[src/hdl/balance_drive_speed_dir_mixer_unit_defines.svh]
// Assertion macros shared by the motor mixer RTL.
`ifndef BALANCE_DRIVE_SPEED_DIR_MIXER_UNIT_DEFINES_SVH
`define BALANCE_DRIVE_SPEED_DIR_MIXER_UNIT_DEFINES_SVH

// Same-cycle implication, disabled while reset is low.
`define BDSM_ASSERT_IMP(label, clk, rst_n, ante, cons, msg) \
    label: assert property (@(posedge clk) disable iff (!rst_n) (ante) |-> (cons)) \
        else $error(msg);

// Next-cycle implication, disabled while reset is low.
`define BDSM_ASSERT_NXT(label, clk, rst_n, ante, cons, msg) \
    label: assert property (@(posedge clk) disable iff (!rst_n) (ante) |=> (cons)) \
        else $error(msg);

`endif

[src/hdl/bdsm_pkg.sv]
// Package: widths, constants, register indexes and sequencer states of the motor mixer.
package bdsm_pkg;

    // Field widths
    localparam int WHEEL_W    = 13;
    localparam int PHASE_W    = 4;
    localparam int DRIVE_W    = 16;
    localparam int COIL_W     = 16;
    localparam int TERR_W     = 12;
    localparam int TARGET_W   = 13;
    localparam int GAIN_W     = 8;
    localparam int QGAIN_W    = 16;
    localparam int DZ_W       = 12;
    localparam int LIM_W      = 14;
    localparam int THR_W      = 17;
    localparam int DUTY_W     = 15;
    localparam int SPEED_W    = 14;
    localparam int STEER_W    = 17;

    // Internal widths
    localparam int MEAN_W     = 14;
    localparam int ERR_W      = 15;
    localparam int INTEG_W    = 13;
    localparam int PI_W       = 24;
    localparam int ACC_W      = 35;
    localparam int MAG_W      = 31;
    localparam int PMAG_W     = 26;
    localparam int MIX_W      = 19;

    // Shared multiplier operand widths
    localparam int MUL_A_W    = 26;
    localparam int MUL_B_W    = 20;
    localparam int MUL_P_W    = MUL_A_W + MUL_B_W;

    // Stream and configuration port widths
    localparam int IN_TDATA_W  = 112;
    localparam int OUT_TDATA_W = 64;
    localparam int CFG_IDX_W   = 3;
    localparam int CFG_DATA_W  = 17;

    // Speed loop limits
    localparam logic signed [PI_W-1:0]    INTEG_HI  = 24'sd3000;
    localparam logic signed [PI_W-1:0]    INTEG_LO  = -24'sd2000;
    localparam logic signed [SPEED_W-1:0] SPEED_LIM = 14'sd4500;

    // Ramp: phase limit, divisor and the reciprocal used for divide by ten
    localparam logic [PHASE_W-1:0]        PHASE_MAX = 4'd9;
    localparam logic [PHASE_W-1:0]        PHASE_CNT = 4'd10;
    localparam logic signed [MUL_B_W-1:0] RAMP_DIV  = 20'sd10;
    localparam logic signed [MUL_B_W-1:0] RECIP10   = 20'sd52429;
    localparam logic [MAG_W-1:0]          RAMP_BIG  = 31'd45010;

    // Steering: reciprocal for divide by five, suppression saturation point
    localparam logic signed [MUL_B_W-1:0] RECIP5    = 20'sd419431;
    localparam logic [MAG_W-1:0]          SUPP_BIG  = 31'd1310720;
    localparam logic signed [TERR_W-1:0]  TILT_WIN  = 12'sd160;
    localparam logic [PMAG_W-1:0]         STEER_POS = 26'd65535;
    localparam logic [PMAG_W-1:0]         STEER_NEG = 26'd65536;
    localparam logic signed [STEER_W-1:0] STEER_HI  = 17'sd65535;
    localparam logic signed [STEER_W-1:0] STEER_LO  = -17'sd65536;

    // Configuration register indexes
    typedef enum logic [CFG_IDX_W-1:0] {
        REG_SPEED_TARGET   = 3'd0,
        REG_SPEED_KP       = 3'd1,
        REG_SPEED_KI       = 3'd2,
        REG_STEER_KP       = 3'd3,
        REG_STEER_KD       = 3'd4,
        REG_DEAD_ZONE      = 3'd5,
        REG_DUTY_LIMIT     = 3'd6,
        REG_RING_THRESHOLD = 3'd7
    } t_reg_idx;

    // Sequencer states
    typedef enum logic [4:0] {
        ST_IDLE,
        ST_ERR,
        ST_MKI,
        ST_INT,
        ST_OUT,
        ST_DIFF,
        ST_RMUL1,
        ST_RMUL2,
        ST_RSUM,
        ST_RABS,
        ST_RDIV,
        ST_RCLMP,
        ST_SMUL1,
        ST_SMUL2,
        ST_SSUM,
        ST_SABS,
        ST_SDIV,
        ST_SSAT,
        ST_MIX,
        ST_DZ
    } t_state;

endpackage

[src/hdl/bdsm_mul.sv]
// Shared signed multiplier with a registered product.
module bdsm_mul (
    input  logic                                  i_clk,
    input  logic signed [bdsm_pkg::MUL_A_W-1:0]   i_a,
    input  logic signed [bdsm_pkg::MUL_B_W-1:0]   i_b,
    output logic signed [bdsm_pkg::MUL_P_W-1:0]   o_p
);
    import bdsm_pkg::*;

    // Register the full-width product
    always_ff @(posedge i_clk) begin
        o_p <= MUL_P_W'(i_a) * MUL_P_W'(i_b);
    end

endmodule

[src/hdl/balance_drive_speed_dir_mixer_unit.sv]
// Top level of the motor mixer: speed PI, ramp, steering PD and duty mix.
//
//  Channel  | Direction | Handshake                    | Payload
//  ---------+-----------+------------------------------+-------------------------------
//  s_axis   | in        | s_axis_tvalid/s_axis_tready  | one control tick (112 bits)
//  m_axis   | out       | m_axis_tvalid/m_axis_tready  | duties and drives (64 bits)
//  cfg      | in        | i_cfg_valid/o_cfg_ready      | register index and write data
//
// A tick runs from transfer to result as a fixed sequence of steps, which skips the speed
// PI steps when speed_update is clear, one step of the shared multiplier and adder per cycle.
// The next tick is taken once the sequence returns to idle; a result waiting in the
// output register holds the sequence only in its last step.
// Reset is synchronous: it clears the sequencer, loop state and output valid, and
// loads the register defaults. The configuration port is always ready.
`include "balance_drive_speed_dir_mixer_unit_defines.svh"

module balance_drive_speed_dir_mixer_unit (
    input  logic                                 i_clk,
    input  logic                                 i_rst_n,
    input  logic                                 s_axis_tvalid,
    output logic                                 s_axis_tready,
    // wheel_left[12:0], wheel_right[25:13], speed_update[26], ramp_phase[30:27],
    // tilt_drive[46:31], steer_bias[62:47], coil_left[78:63], coil_right[94:79],
    // tilt_error[106:95], steer_enable[107], zero fill[111:108]
    input  logic [bdsm_pkg::IN_TDATA_W-1:0]      s_axis_tdata,
    output logic                                 m_axis_tvalid,
    input  logic                                 m_axis_tready,
    // duty_left[14:0], duty_right[29:15], speed_drive[43:30], steer_drive[60:44],
    // zero fill[63:61]
    output logic [bdsm_pkg::OUT_TDATA_W-1:0]     m_axis_tdata,
    input  logic                                 i_cfg_valid,
    output logic                                 o_cfg_ready,
    input  logic [bdsm_pkg::CFG_IDX_W-1:0]       i_cfg_index,
    input  logic [bdsm_pkg::CFG_DATA_W-1:0]      i_cfg_data
);
    import bdsm_pkg::*;

    // Configuration registers
    logic signed [TARGET_W-1:0] r_speed_target;
    logic [GAIN_W-1:0]          r_speed_kp;
    logic [GAIN_W-1:0]          r_speed_ki;
    logic [QGAIN_W-1:0]         r_steer_kp;
    logic [QGAIN_W-1:0]         r_steer_kd;
    logic [DZ_W-1:0]            r_dead_zone;
    logic [LIM_W-1:0]           r_duty_limit;
    logic [THR_W-1:0]           r_ring_threshold;

    // Captured tick
    logic signed [WHEEL_W-1:0]  r_wl;
    logic signed [WHEEL_W-1:0]  r_wr;
    logic [PHASE_W-1:0]         r_phase;
    logic signed [DRIVE_W-1:0]  r_tilt;
    logic signed [DRIVE_W-1:0]  r_bias;
    logic [COIL_W-1:0]          r_cl;
    logic [COIL_W-1:0]          r_cr;
    logic signed [TERR_W-1:0]   r_terr;
    logic                       r_en;

    // Loop state
    logic signed [INTEG_W-1:0]  r_integ;
    logic signed [PI_W-1:0]     r_now;
    logic signed [PI_W-1:0]     r_before;
    logic signed [DRIVE_W-1:0]  r_bias_before;
    logic signed [STEER_W-1:0]  r_hold;

    // Working registers
    t_state                     r_state;
    t_state                     n_state;
    logic signed [ERR_W-1:0]    r_err;
    logic signed [ACC_W-1:0]    r_acc;
    logic [MAG_W-1:0]           r_mag;
    logic                       r_neg;
    logic                       r_big;
    logic                       r_supp;
    logic signed [SPEED_W-1:0]  r_speed_drive;
    logic signed [MIX_W-1:0]    r_left;
    logic signed [MIX_W-1:0]    r_right;

    // Output register
    logic                       r_out_valid;
    logic signed [DUTY_W-1:0]   r_duty_left;
    logic signed [DUTY_W-1:0]   r_duty_right;
    logic signed [SPEED_W-1:0]  r_out_speed;
    logic signed [STEER_W-1:0]  r_out_steer;

    // Combinational helpers
    logic                       w_in_xfer;
    logic                       w_out_free;
    logic signed [MEAN_W:0]     w_wsum;
    logic signed [MEAN_W:0]     w_wsum_adj;
    logic signed [MEAN_W-1:0]   w_mean;
    logic signed [PI_W-1:0]     w_isum;
    logic signed [ACC_W-1:0]    w_acc_neg;
    logic signed [ACC_W-1:0]    w_acc_abs;
    logic [PHASE_W-1:0]         w_factor;
    logic signed [STEER_W-1:0]  w_bias_diff;
    logic [SPEED_W-2:0]         w_rq;
    logic [SPEED_W-2:0]         w_rmag;
    logic [DRIVE_W-1:0]         w_sq;
    logic [PMAG_W-1:0]          w_pmag;
    logic signed [STEER_W-1:0]  w_pd;
    logic [THR_W-1:0]           w_coil_sum;
    logic signed [MIX_W-1:0]    w_tsd;
    logic signed [MUL_A_W-1:0]  w_mul_a;
    logic signed [MUL_B_W-1:0]  w_mul_b;
    logic signed [MUL_P_W-1:0]  w_prod;

    // Dead zone by sign, then symmetric clamp to the duty limit
    function automatic logic signed [DUTY_W-1:0] dz_apply(
        input logic signed [MIX_W-1:0] v,
        input logic [DZ_W-1:0]         dz,
        input logic [LIM_W-1:0]        lim
    );
        logic signed [MIX_W:0] vx;
        logic signed [MIX_W:0] vd;
        logic signed [MIX_W:0] lp;
        logic signed [MIX_W:0] w;
        vx = (MIX_W + 1)'(v);
        vd = $signed({{(MIX_W + 1 - DZ_W){1'b0}}, dz});
        lp = $signed({{(MIX_W + 1 - LIM_W){1'b0}}, lim});
        if (vx > 0) begin
            w = vx + vd;
        end else if (vx < 0) begin
            w = vx - vd;
        end else begin
            w = '0;
        end
        if (w > lp) begin
            w = lp;
        end else if (w < -lp) begin
            w = -lp;
        end
        return DUTY_W'(w);
    endfunction

    assign w_in_xfer   = s_axis_tvalid && s_axis_tready;
    assign w_out_free  = !r_out_valid || m_axis_tready;
    assign o_cfg_ready = 1'b1;

    // Mean wheel speed, truncated toward zero
    assign w_wsum     = (MEAN_W + 1)'(r_wl) + (MEAN_W + 1)'(r_wr);
    assign w_wsum_adj = w_wsum + $signed({{MEAN_W{1'b0}}, w_wsum[MEAN_W]});
    assign w_mean     = w_wsum_adj[MEAN_W:1];

    // Integral sum before the clamp
    assign w_isum = PI_W'(r_integ) + PI_W'(w_prod);

    // Magnitude of the accumulator
    assign w_acc_neg = -r_acc;
    assign w_acc_abs = r_acc[ACC_W-1] ? w_acc_neg : r_acc;

    // Ramp factor, phase held at its last step
    assign w_factor    = (r_phase > PHASE_MAX) ? PHASE_CNT : (r_phase + 4'd1);
    assign w_bias_diff = STEER_W'(r_bias) - STEER_W'(r_bias_before);

    // Ramp quotient and clamp magnitude
    assign w_rq   = w_prod[31:19];
    assign w_rmag = r_big ? SPEED_LIM[SPEED_W-2:0] : w_rq;

    // Steering magnitude after optional divide by twenty, then saturate
    assign w_sq   = w_prod[36:21];
    assign w_pmag = !r_supp ? r_mag[PMAG_W-1:0]
                  : (r_big ? STEER_NEG : {{(PMAG_W - DRIVE_W){1'b0}}, w_sq});

    always_comb begin
        if (r_neg) begin
            w_pd = (w_pmag >= STEER_NEG) ? STEER_LO : -$signed({1'b0, w_pmag[STEER_W-2:0]});
        end else begin
            w_pd = (w_pmag >= STEER_POS) ? STEER_HI : $signed({1'b0, w_pmag[STEER_W-2:0]});
        end
    end

    assign w_coil_sum = {1'b0, r_cl} + {1'b0, r_cr};
    assign w_tsd      = MIX_W'(r_tilt) - MIX_W'(r_speed_drive);

    // Select multiplier operands for each step
    always_comb begin
        w_mul_a = '0;
        w_mul_b = '0;
        case (r_state)
            ST_MKI: begin
                w_mul_a = MUL_A_W'(r_err);
                w_mul_b = $signed({12'b0, r_speed_ki});
            end
            ST_INT: begin
                w_mul_a = MUL_A_W'(r_err);
                w_mul_b = $signed({12'b0, r_speed_kp});
            end
            ST_RMUL1: begin
                w_mul_a = MUL_A_W'(r_acc);
                w_mul_b = $signed({16'b0, w_factor});
            end
            ST_RMUL2: begin
                w_mul_a = MUL_A_W'(r_before);
                w_mul_b = RAMP_DIV;
            end
            ST_RDIV: begin
                w_mul_a = $signed({10'b0, r_mag[15:0]});
                w_mul_b = RECIP10;
            end
            ST_SMUL1: begin
                w_mul_a = MUL_A_W'(r_bias);
                w_mul_b = $signed({4'b0, r_steer_kp});
            end
            ST_SMUL2: begin
                w_mul_a = MUL_A_W'(w_bias_diff);
                w_mul_b = $signed({4'b0, r_steer_kd});
            end
            ST_SDIV: begin
                w_mul_a = $signed({7'b0, r_mag[20:2]});
                w_mul_b = RECIP5;
            end
            default: ;
        endcase
    end

    bdsm_mul u_mul (
        .i_clk (i_clk),
        .i_a   (w_mul_a),
        .i_b   (w_mul_b),
        .o_p   (w_prod)
    );

    // Sequencer state register
    always_ff @(posedge i_clk) begin
        if (!i_rst_n) begin
            r_state <= ST_IDLE;
        end else begin
            r_state <= n_state;
        end
    end

    // Next step and input ready
    always_comb begin
        n_state       = r_state;
        s_axis_tready = 1'b0;
        case (r_state)
            ST_IDLE: begin
                s_axis_tready = 1'b1;
                if (s_axis_tvalid) begin
                    n_state = s_axis_tdata[26] ? ST_ERR : ST_DIFF;
                end
            end
            ST_ERR:   n_state = ST_MKI;
            ST_MKI:   n_state = ST_INT;
            ST_INT:   n_state = ST_OUT;
            ST_OUT:   n_state = ST_DIFF;
            ST_DIFF:  n_state = ST_RMUL1;
            ST_RMUL1: n_state = ST_RMUL2;
            ST_RMUL2: n_state = ST_RSUM;
            ST_RSUM:  n_state = ST_RABS;
            ST_RABS:  n_state = ST_RDIV;
            ST_RDIV:  n_state = ST_RCLMP;
            ST_RCLMP: n_state = ST_SMUL1;
            ST_SMUL1: n_state = ST_SMUL2;
            ST_SMUL2: n_state = ST_SSUM;
            ST_SSUM:  n_state = ST_SABS;
            ST_SABS:  n_state = ST_SDIV;
            ST_SDIV:  n_state = ST_SSAT;
            ST_SSAT:  n_state = ST_MIX;
            ST_MIX:   n_state = ST_DZ;
            ST_DZ: begin
                if (w_out_free) begin
                    n_state = ST_IDLE;
                end
            end
            default:  n_state = ST_IDLE;
        endcase
    end

    // Write configuration registers
    always_ff @(posedge i_clk) begin
        if (!i_rst_n) begin
            r_speed_target   <= 13'sd600;
            r_speed_kp       <= 8'd30;
            r_speed_ki       <= 8'd3;
            r_steer_kp       <= 16'd256;
            r_steer_kd       <= 16'd5120;
            r_dead_zone      <= 12'd1000;
            r_duty_limit     <= 14'd6000;
            r_ring_threshold <= 17'd5000;
        end else if (i_cfg_valid) begin
            case (t_reg_idx'(i_cfg_index))
                REG_SPEED_TARGET:   r_speed_target   <= $signed(i_cfg_data[TARGET_W-1:0]);
                REG_SPEED_KP:       r_speed_kp       <= i_cfg_data[GAIN_W-1:0];
                REG_SPEED_KI:       r_speed_ki       <= i_cfg_data[GAIN_W-1:0];
                REG_STEER_KP:       r_steer_kp       <= i_cfg_data[QGAIN_W-1:0];
                REG_STEER_KD:       r_steer_kd       <= i_cfg_data[QGAIN_W-1:0];
                REG_DEAD_ZONE:      r_dead_zone      <= i_cfg_data[DZ_W-1:0];
                REG_DUTY_LIMIT:     r_duty_limit     <= i_cfg_data[LIM_W-1:0];
                REG_RING_THRESHOLD: r_ring_threshold <= i_cfg_data[THR_W-1:0];
                default: ;
            endcase
        end
    end

    // Capture the tick on transfer
    always_ff @(posedge i_clk) begin
        if (w_in_xfer) begin
            r_wl    <= $signed(s_axis_tdata[12:0]);
            r_wr    <= $signed(s_axis_tdata[25:13]);
            r_phase <= s_axis_tdata[30:27];
            r_tilt  <= $signed(s_axis_tdata[46:31]);
            r_bias  <= $signed(s_axis_tdata[62:47]);
            r_cl    <= s_axis_tdata[78:63];
            r_cr    <= s_axis_tdata[94:79];
            r_terr  <= $signed(s_axis_tdata[106:95]);
            r_en    <= s_axis_tdata[107];
        end
    end

    // Loop state: PI memory, held steering, last bias and speed drive
    always_ff @(posedge i_clk) begin
        if (!i_rst_n) begin
            r_integ       <= '0;
            r_now         <= '0;
            r_before      <= '0;
            r_bias_before <= '0;
            r_hold        <= '0;
            r_speed_drive <= '0;
        end else begin
            case (r_state)
                ST_INT: begin
                    if (w_isum > INTEG_HI) begin
                        r_integ <= INTEG_W'(INTEG_HI);
                    end else if (w_isum < INTEG_LO) begin
                        r_integ <= INTEG_W'(INTEG_LO);
                    end else begin
                        r_integ <= INTEG_W'(w_isum);
                    end
                end
                ST_OUT: begin
                    r_before <= r_now;
                    r_now    <= PI_W'(w_prod) + PI_W'(r_integ);
                end
                ST_RCLMP: begin
                    r_speed_drive <= r_neg ? -$signed({1'b0, w_rmag}) : $signed({1'b0, w_rmag});
                end
                ST_SSUM: begin
                    r_bias_before <= r_bias;
                end
                ST_SSAT: begin
                    if (r_en) begin
                        r_hold <= w_pd;
                    end
                end
                default: ;
            endcase
        end
    end

    // Working datapath: error, accumulator, magnitude and flags
    always_ff @(posedge i_clk) begin
        case (r_state)
            ST_ERR: begin
                r_err <= ERR_W'(r_speed_target) - ERR_W'(w_mean);
            end
            ST_DIFF: begin
                r_acc <= ACC_W'(r_now) - ACC_W'(r_before);
            end
            ST_RMUL2, ST_SMUL2: begin
                r_acc <= ACC_W'(w_prod);
            end
            ST_RSUM, ST_SSUM: begin
                r_acc <= r_acc + ACC_W'(w_prod);
            end
            ST_RABS: begin
                r_neg <= r_acc[ACC_W-1];
                r_mag <= MAG_W'(w_acc_abs);
            end
            ST_RDIV: begin
                r_big <= (r_mag >= RAMP_BIG);
            end
            ST_SABS: begin
                r_neg  <= r_acc[ACC_W-1];
                r_mag  <= {{(MAG_W - (ACC_W - 9)){1'b0}}, w_acc_abs[ACC_W-2:8]};
                r_supp <= (w_coil_sum > r_ring_threshold) && (r_terr < TILT_WIN)
                          && (r_terr > -TILT_WIN);
            end
            ST_SDIV: begin
                r_big <= (r_mag >= SUPP_BIG);
            end
            ST_MIX: begin
                r_left  <= w_tsd + MIX_W'(r_hold);
                r_right <= w_tsd - MIX_W'(r_hold);
            end
            default: ;
        endcase
    end

    // Output register: load on the last step, drop on transfer
    always_ff @(posedge i_clk) begin
        if (!i_rst_n) begin
            r_out_valid <= 1'b0;
        end else if (r_state == ST_DZ && w_out_free) begin
            r_out_valid <= 1'b1;
        end else if (m_axis_tready) begin
            r_out_valid <= 1'b0;
        end
    end

    always_ff @(posedge i_clk) begin
        if (r_state == ST_DZ && w_out_free) begin
            r_duty_left  <= dz_apply(r_left, r_dead_zone, r_duty_limit);
            r_duty_right <= dz_apply(r_right, r_dead_zone, r_duty_limit);
            r_out_speed  <= r_speed_drive;
            r_out_steer  <= r_hold;
        end
    end

    assign m_axis_tvalid = r_out_valid;
    assign m_axis_tdata  = {3'b0, r_out_steer, r_out_speed, r_duty_right, r_duty_left};

    // Checks on loop state and sequencing
    `BDSM_ASSERT_IMP(a_integ_range, i_clk, i_rst_n, 1'b1,
        (r_integ >= INTEG_LO) && (r_integ <= INTEG_HI), "speed integral out of range")
    `BDSM_ASSERT_IMP(a_speed_range, i_clk, i_rst_n, 1'b1,
        (r_speed_drive >= -SPEED_LIM) && (r_speed_drive <= SPEED_LIM), "speed drive out of range")
    `BDSM_ASSERT_NXT(a_busy_after_xfer, i_clk, i_rst_n, w_in_xfer,
        r_state != ST_IDLE, "sequencer idle after input transfer")
    `BDSM_ASSERT_IMP(a_drop_on_xfer, i_clk, i_rst_n, $fell(r_out_valid) && $past(i_rst_n),
        $past(m_axis_tready), "result dropped without transfer")

endmodule
[config.mk]
export PLATFORM = sky130hd
export DESIGN_NAME = balance_drive_speed_dir_mixer_unit
export DESIGN_NICKNAME = d
export VERILOG_FILES = /design/src/hdl/bdsm_pkg.sv /design/src/hdl/bdsm_mul.sv /design/src/hdl/balance_drive_speed_dir_mixer_unit.sv
export VERILOG_INCLUDE_DIRS = /design/src /design/src/hdl
export SDC_FILE = /design/constraint.sdc
export NUM_CORES = 2
export LEC_CHECK = 0
export ABC_AREA = 1
export CORE_MARGIN = 2
export CORE_UTILIZATION = 45
export CTS_CLUSTER_DIAMETER = 100
export DETAILED_ROUTE_END_ITERATION = 16
export DONT_BUFFER_PORTS = 1
export GPL_ROUTABILITY_DRIVEN = 0
export PLACE_DENSITY = 0.57
export SLEW_MARGIN = 20
export SYNTH_ARGS = -nofsm -noshare
export SYNTH_HDL_FRONTEND = slang
export SYNTH_SLANG_ARGS = --single-unit
[constraint.sdc]
create_clock -name i_clk -period 18.16 [get_ports i_clk]
set_clock_uncertainty 0.15 [all_clocks]
set_input_delay 0.908 -clock i_clk [delete_from_list [all_inputs] [get_ports i_clk]]
set_output_delay 0.908 -clock i_clk [all_outputs]
set_load 0.02 [all_outputs]
==> After elaboration in Yosys (flattened, before gate mapping) <==
Index checks and enable logic that the tools add are counted.
{ "totals": {"output_inout_bits": 67, "word_cells": 166, "inputBits": 137, "register_bits": 543} }
{ "classes": {"n_reduce_logical": 26, "add_sub_neg": 20, "order_cmp": 18, "n_mux": 33, "multipliers": 1, "n_eq_ne": 28} }
{ "ops": {"columns": ["operator", "n"], "rows": [
  ["one-hot mux 26 bit (7 select lines)", 1],
  ["one-hot mux 19 bit (8 select lines)", 1],
  ["2-to-1 mux 20 bit", 6],
  ["one-hot mux 35 bit (3 select lines)", 1],
  ["one-hot mux 5 bit (20 select lines)", 1],
  ["one-hot mux 31 bit (2 select lines)", 1],
  ["2-to-1 mux 17 bit", 3],
  ["2-to-1 mux 14 bit", 3],
  ["== test 5 x 4 -> 1 bit, second input constant", 8],
  ["greater-than comparator 20 x 15 -> 1 bit", 2],
  ["< comparator 20 bit", 2],
  ["2-to-1 mux 13 bit", 3],
  ["adder 18 x 13 -> 19 bit", 2],
  ["subtractor 18 x 13 -> 19 bit", 2],
  ["multiplier 26 x 20 -> 37 bit", 1],
  ["greater-than comparator 18 x 1 -> 1 bit, second input constant", 2],
  ["< comparator 18 x 1 -> 1 bit, second input constant", 2],
  ["adder 35 bit", 1],
  ["2-to-1 mux 34 bit", 1],
  ["negator 34 bit", 1],
  ["greater-or-equal comparator 31 x 16 -> 1 bit, second input constant", 1],
  ["greater-or-equal comparator 31 x 21 -> 1 bit, second input constant", 1],
  ["2-to-1 mux 15 bit", 2],
  ["greater-or-equal comparator 26 x 16 -> 1 bit, second input constant", 1],
  ["other kinds (45)", 77]
]} }

==> Depth between registers and ports, before layout <==
{ "logic_depth": {"depth_word": 7, "depth_mapped": 44} }

==> Hierarchy <==
From an unflattened synthesis, not the netlist that was laid out.
{ "unflattened": {"cells_unflattened": 7791, "hier_area_um2": 58548.7} }
{ "modules_own_cells": {"columns": ["module", "area_each_um2", "instances", "cells_per_inst"], "rows": [
  ["balance_drive_speed_dir_mixer_unit", 36882.9, 1, 4912],
  ["bdsm_mul", 21665.8, 1, 2879]
]} }

==> Least setup slack after synthesis <==
OpenSTA, ideal clock, no wires.
{ "synth_path": {"path_kind": "reg-to-reg", "from": "reg r_bias[0]", "to": "reg u_mul.o_p[33] in the netlist's numbering", "arrival_ps": 7474, "n_path_buf": 1, "required_time_ps": 17889, "period_less_slack_ps": 7745, "path_slack_ps": 10415, "stages_incl_launch_ff": 43, "path_cell_list": "edfxtp_1 inv_1 ha_1 fa_1 inv_1 nand2_1 nand2_1 nand3_1 nand2_1 a21oi_1 o21ai_0 a31oi_1 inv_1 o21ai_0 nand2_1 clkbuf_1 nand2_1 fa_1 (+7 left out) fa_1 inv_1 fa_1 inv_1 ha_1 a21oi_1 nor2_1 o21ai_0 o211ai_1 a21oi_1 nand2_1 nand2_1 nand2_1 nand2_1 nand2_1 nand2_1 nand2_1 xor2_1"} }
{ "synth_between": {"elab_chain_cells": 3} }
{ "synth_rtl": {"columns": ["element", "line", "text"], "rows": [
  ["from (decl)", "balance_drive_speed_dir_mixer_unit.sv:53", "logic signed [DRIVE_W-1:0] r_bias;"],
  ["from (signal assigned)", "balance_drive_speed_dir_mixer_unit.sv:304", "r_bias <= $signed(s_axis_tdata[62:47]);"],
  ["subtractor 16 x 16 -> 17 bit", "balance_drive_speed_dir_mixer_unit.sv:154", "assign w_bias_diff = STEER_W'(r_bias) - STEER_W'(r_bias_before);"],
  ["one-hot mux 26 bit (7 select lines) *", "balance_drive_speed_dir_mixer_unit.sv:180", "case (r_state)"],
  ["multiplier 26 x 20 -> 37 bit *", "bdsm_mul.sv:12", "o_p <= MUL_P_W'(i_a) * MUL_P_W'(i_b);"],
  ["to (signal assigned)", "bdsm_mul.sv:12", null],
  ["to (decl)", "bdsm_mul.sv:6", "output logic signed [bdsm_pkg::MUL_P_W-1:0] o_p"]
]} }
Every way passes the cells marked *; elsewhere a longest branch is shown, timed or not.
A chain may end at the register's enable or synchronous reset.

==> Worst setup path in the final report <==
{ "layout_path": {"from": "reg r_state[1]", "to": "reg u_mul.o_p[36] in the netlist's numbering"} }
{ "layout_between": {"elab_chain_cells": 4, "elab_cells_between_ends": 12, "classes_between": "mul: 1; eq/ne: 8; mux: 2; reduce/logical: 1"} }
{ "layout_rtl": {"columns": ["element", "line", "text"], "rows": [
  ["from (decl)", "balance_drive_speed_dir_mixer_unit.sv:67", "t_state r_state;"],
  ["from (signal assigned)", "balance_drive_speed_dir_mixer_unit.sv:229", "r_state <= n_state;"],
  ["== test 5 x 2 -> 1 bit", "balance_drive_speed_dir_mixer_unit.sv:180", null],
  ["OR reduction 2 bit (no line)", null, null],
  ["one-hot mux 26 bit (7 select lines)", "balance_drive_speed_dir_mixer_unit.sv:180", null],
  ["multiplier 26 x 20 -> 37 bit *", "bdsm_mul.sv:12", null]
]} }
Marked as above.

==> summary.md <==
| Metric | Value |
|---|---|
| Fin crit share | `between 50% and 60%` |
| Hpwl dp | `~130000 um` |
| GR Overflow Total | `0` |
| Initial antenna violation count | `12` |
| Synthesized area per cell | `7.72 um2` |
| Worst setup SP type | `register` |
| Final-report setup violation count | `0` |
| Post-cts gate resize count | `0` |
| CTS tree | `done` |
| Ranking of synthesized cells by area | `edfxtp_1, fa_1, ha_1, dfxtp_1, nand2_1` |
| Worst Setup End Kind | `register` |
| Core Region | `roughly 0.11 mm2` |
| Yosys reg bits | `542` |
| Starting Density | `45.4%` |
| Post-synth top area share | `roughly 17%` |
| Cell Area, Synth | `0.0520 mm2` |
| CTS Buf Count | `~60` |
| Fin worst setup slack | `between 8 and 9 ns` |
| RSZ-0062 raised after global routing | `no` |
| Initial DRC Count | `3304` |
| Hold path depth | `0` |
| Netlist cell types | `68` |
| Total GRT Usage | `28.1%` |
| Most used cell, CP | `fa_1` |
| Pleak | `between 20 and 30 nW` |
| Min-Delay Path Class | `input port to register` |
| Final hold viol count | `0` |
| Number of global-route vias before repair | `43227` |
| Asr flop ratio synth | `0%` |
| Final setup TNS | `0 ns` |
| Root buffer cell | `clkbuf_16` |
| Power Dens Cells | `approximately 110 mW/mm2` |
| Post-Route WL | `166000 um` |
| Count of pins over their slew limit | `0` |
| Clk buf depth | `3` |
| Multi-input gate area in the final layout | `approximately 0.033 mm2` |
| EDFF count, synth | `287` |
| Final min period | `9.85 ns` |
| CTS sink cnt | `542` |
| # hold bufs at CTS | `0` |
| Synthesis Warnings | `0` |
| Setup Fix Bufs, Post-CTS | `0` |
| Reg2reg path depth | `32` |
| PortBufs | `0` |
| Max Clock Freq | `102 MHz` |
| CP max FO | `15` |
| Largest net degree at the start of global routing | `184` |
| WP data required | `between 15 and 20 ns` |
| # fillers | `11338` |
| Via/cell ratio | `between 5 and 6` |
| Sequential share of the synthesized area | `between 20% and 30%` |
| Max_cap viols | `0` |
| Kind of critical path | `register to register` |
| Slew margin rel. | `24.6%` |
| VDD IR max | `0.0000837 V` |
| Pre-CTS setup slack | `8.49 ns` |
| Cell with the most instances after synthesis | `nand2_1` |
| Status | `finished, final reports clean` |
| Die Area | `0.118 mm2` |
| Detailed-route wire length per cell | `20.2 um` |
| Area delta synth->final | `6.97%` |
| Fraction of layout cells with a size suffix above 1 | `3.65%` |
| Nets | `7649` |
| Commonest cells in the netlist | `nand2_1, inv_1, nor2_1, a21oi_1, ha_1` |
| Clock transition at path regs | `about 0.07 ns` |
| CP peak stage delay | `0.68 ns` |
| I/O pin cnt | `204` |
| Die H | `344 um` |
| Antenna Violating Nets Remaining | `0` |
| H-tree Lvls | `2` |
| Slew @ Worst Pin | `1.13 ns` |
| Critical path's slowest cell | `nand2_1` |
| FF+latch area | `0.0137 mm2` |
| Critical Path AT | `roughly 10 ns` |
| First-pass GRT wire length | `255000 um` |
| Cell count after synthesis | `6730` |
| Via count | `~44000` |
| Area leader, netlist | `edfxtp_1` |
| TritonRoute pass-1 iters | `6` |
| Clk_lat worst skew | `0.64 ns` |
| Row cnt | `between 100 and 150` |
| DRC errors left | `0` |
| Main synth FF type | `edfxtp_1` |
| Die width | `344 um` |
| Final Core Density | `48.5%` |
## logic make-up after synthesis
group	count (synthesis)	synth area share, %
compound gates	1188	12.9
xor+xnor	222	3.74
fa+ha+maj	859	26.6
buf+inv	1496	11.0
flops	542	26.4
mux	3	0.0578
other cells	2	0.0145
simple gates	2418	19.3
## registers in the layout (all words and copies together) (netlist names), 15 cells and up
register,cells
r_mag,31
r_left,18
r_right,17
r_now,24
r_steer_kd,16
r_bias,16
r_ring_threshold,17
r_acc,35
r_bias_before,16
r_before,24
r_cr,16
r_out_steer,17
r_err,15
r_steer_kp,16
r_duty_right,15
r_hold,17
r_duty_left,15
u_mul.o_p,37
r_cl,16
r_tilt,16
## metal layers
metal	share of wire [%]	vias to the layer above	GRT usage (%)	wire length (um)
li1	-	21531	-	-
met1	41	21261	35.6	68400
met2	48	1320	48.5	79600
met3	5.8	340	3.38	9550
met4	4.9	6	11.9	8200
met5	0.024	-	0	40
## worst max-delay path, delay by kind of cell, from the launching register on
kind	cells	cell delay (ns)
adder cells (fa/ha/maj)	8	4.02
AND/OR/NAND/NOR	14	3.43
AO/OA/AOI/OAI	3	1.00
buffers and inverters	7	0.86
flip-flops	1	0.33
## where the power goes
group	total, W	internal, W	switching [W]
clock	0.00130	0.000745	0.000551
sequential	0.00180	0.00161	0.000190
combinational	0.00277	0.000924	0.00184
## cell usage in the layout (no fill, tap or decap), types with 9 or more instances in the layout
| cell | instances |
|---|---|
| a31oi_1 | 18 |
| nor4_1 | 31 |
| nand3_1 | 305 |
| nor2_1 | 568 |
| o21bai_1 | 25 |
| a21oi_1 | 488 |
| o21ai_0 | 416 |
| nor3_1 | 60 |
| o21a_1 | 14 |
| a21o_1 | 14 |
| or2_2 | 20 |
| buf_4 | 48 |
| o31ai_1 | 9 |
| inv_2 | 21 |
| nand4_1 | 62 |
| a221oi_1 | 20 |
| dfxtp_1 | 255 |
| fa_1 | 408 |
| clkinv_4 | 12 |
| inv_1 | 1280 |
| ha_1 | 451 |
| nand2_2 | 10 |
| nand3b_1 | 9 |
| o22ai_1 | 30 |
| o211ai_1 | 64 |
| clkbuf_16 | 64 |
| nor2_2 | 11 |
| nand2_1 | 1314 |
| a2111oi_0 | 15 |
| xnor2_1 | 49 |
| o221ai_1 | 15 |
| edfxtp_1 | 287 |
| xor2_1 | 172 |
| a211oi_1 | 12 |
## cell type report
class	instances	area share, %
Tap cell	1512	3.40
Timing Repair Buffer	48	0.648
Antenna cell	6	0.0270
Sequential cell	542	24.7
Inverter	1306	8.82
Clock inverter	44	0.831
Clock buffer	71	2.96
Multi-Input combinational cell	4694	58.6
## per-stage QoR
stage | total power [W] | hold slack, ns | area [um2] | instances
after floorplan | 0.00373 | 0.258 | 52000 | 6732
after global placement | 0.00453 | 0.283 | 53500 | 8102
after detailed placement | 0.00456 | 0.293 | 53500 | 8102
after CTS | 0.00587 | 0.168 | 55600 | 8217
after global routing | 0.00628 | 0.176 | 55600 | 8217
final | 0.00587 | 0.205 | 55600 | 8223
## final timing paths
kind                                        from       endpoint  slack [ns]
worst max-delay path                  r_state[1]  u_mul.o_p[36]        8.31
worst min-delay path            s_axis_tdata[55]      r_bias[8]        0.21
worst max register to register        r_state[1]  u_mul.o_p[36]        8.31
worst min register to register     r_steer_kp[6]  r_steer_kp[6]        0.30
(Power assumes the default switching activity.)
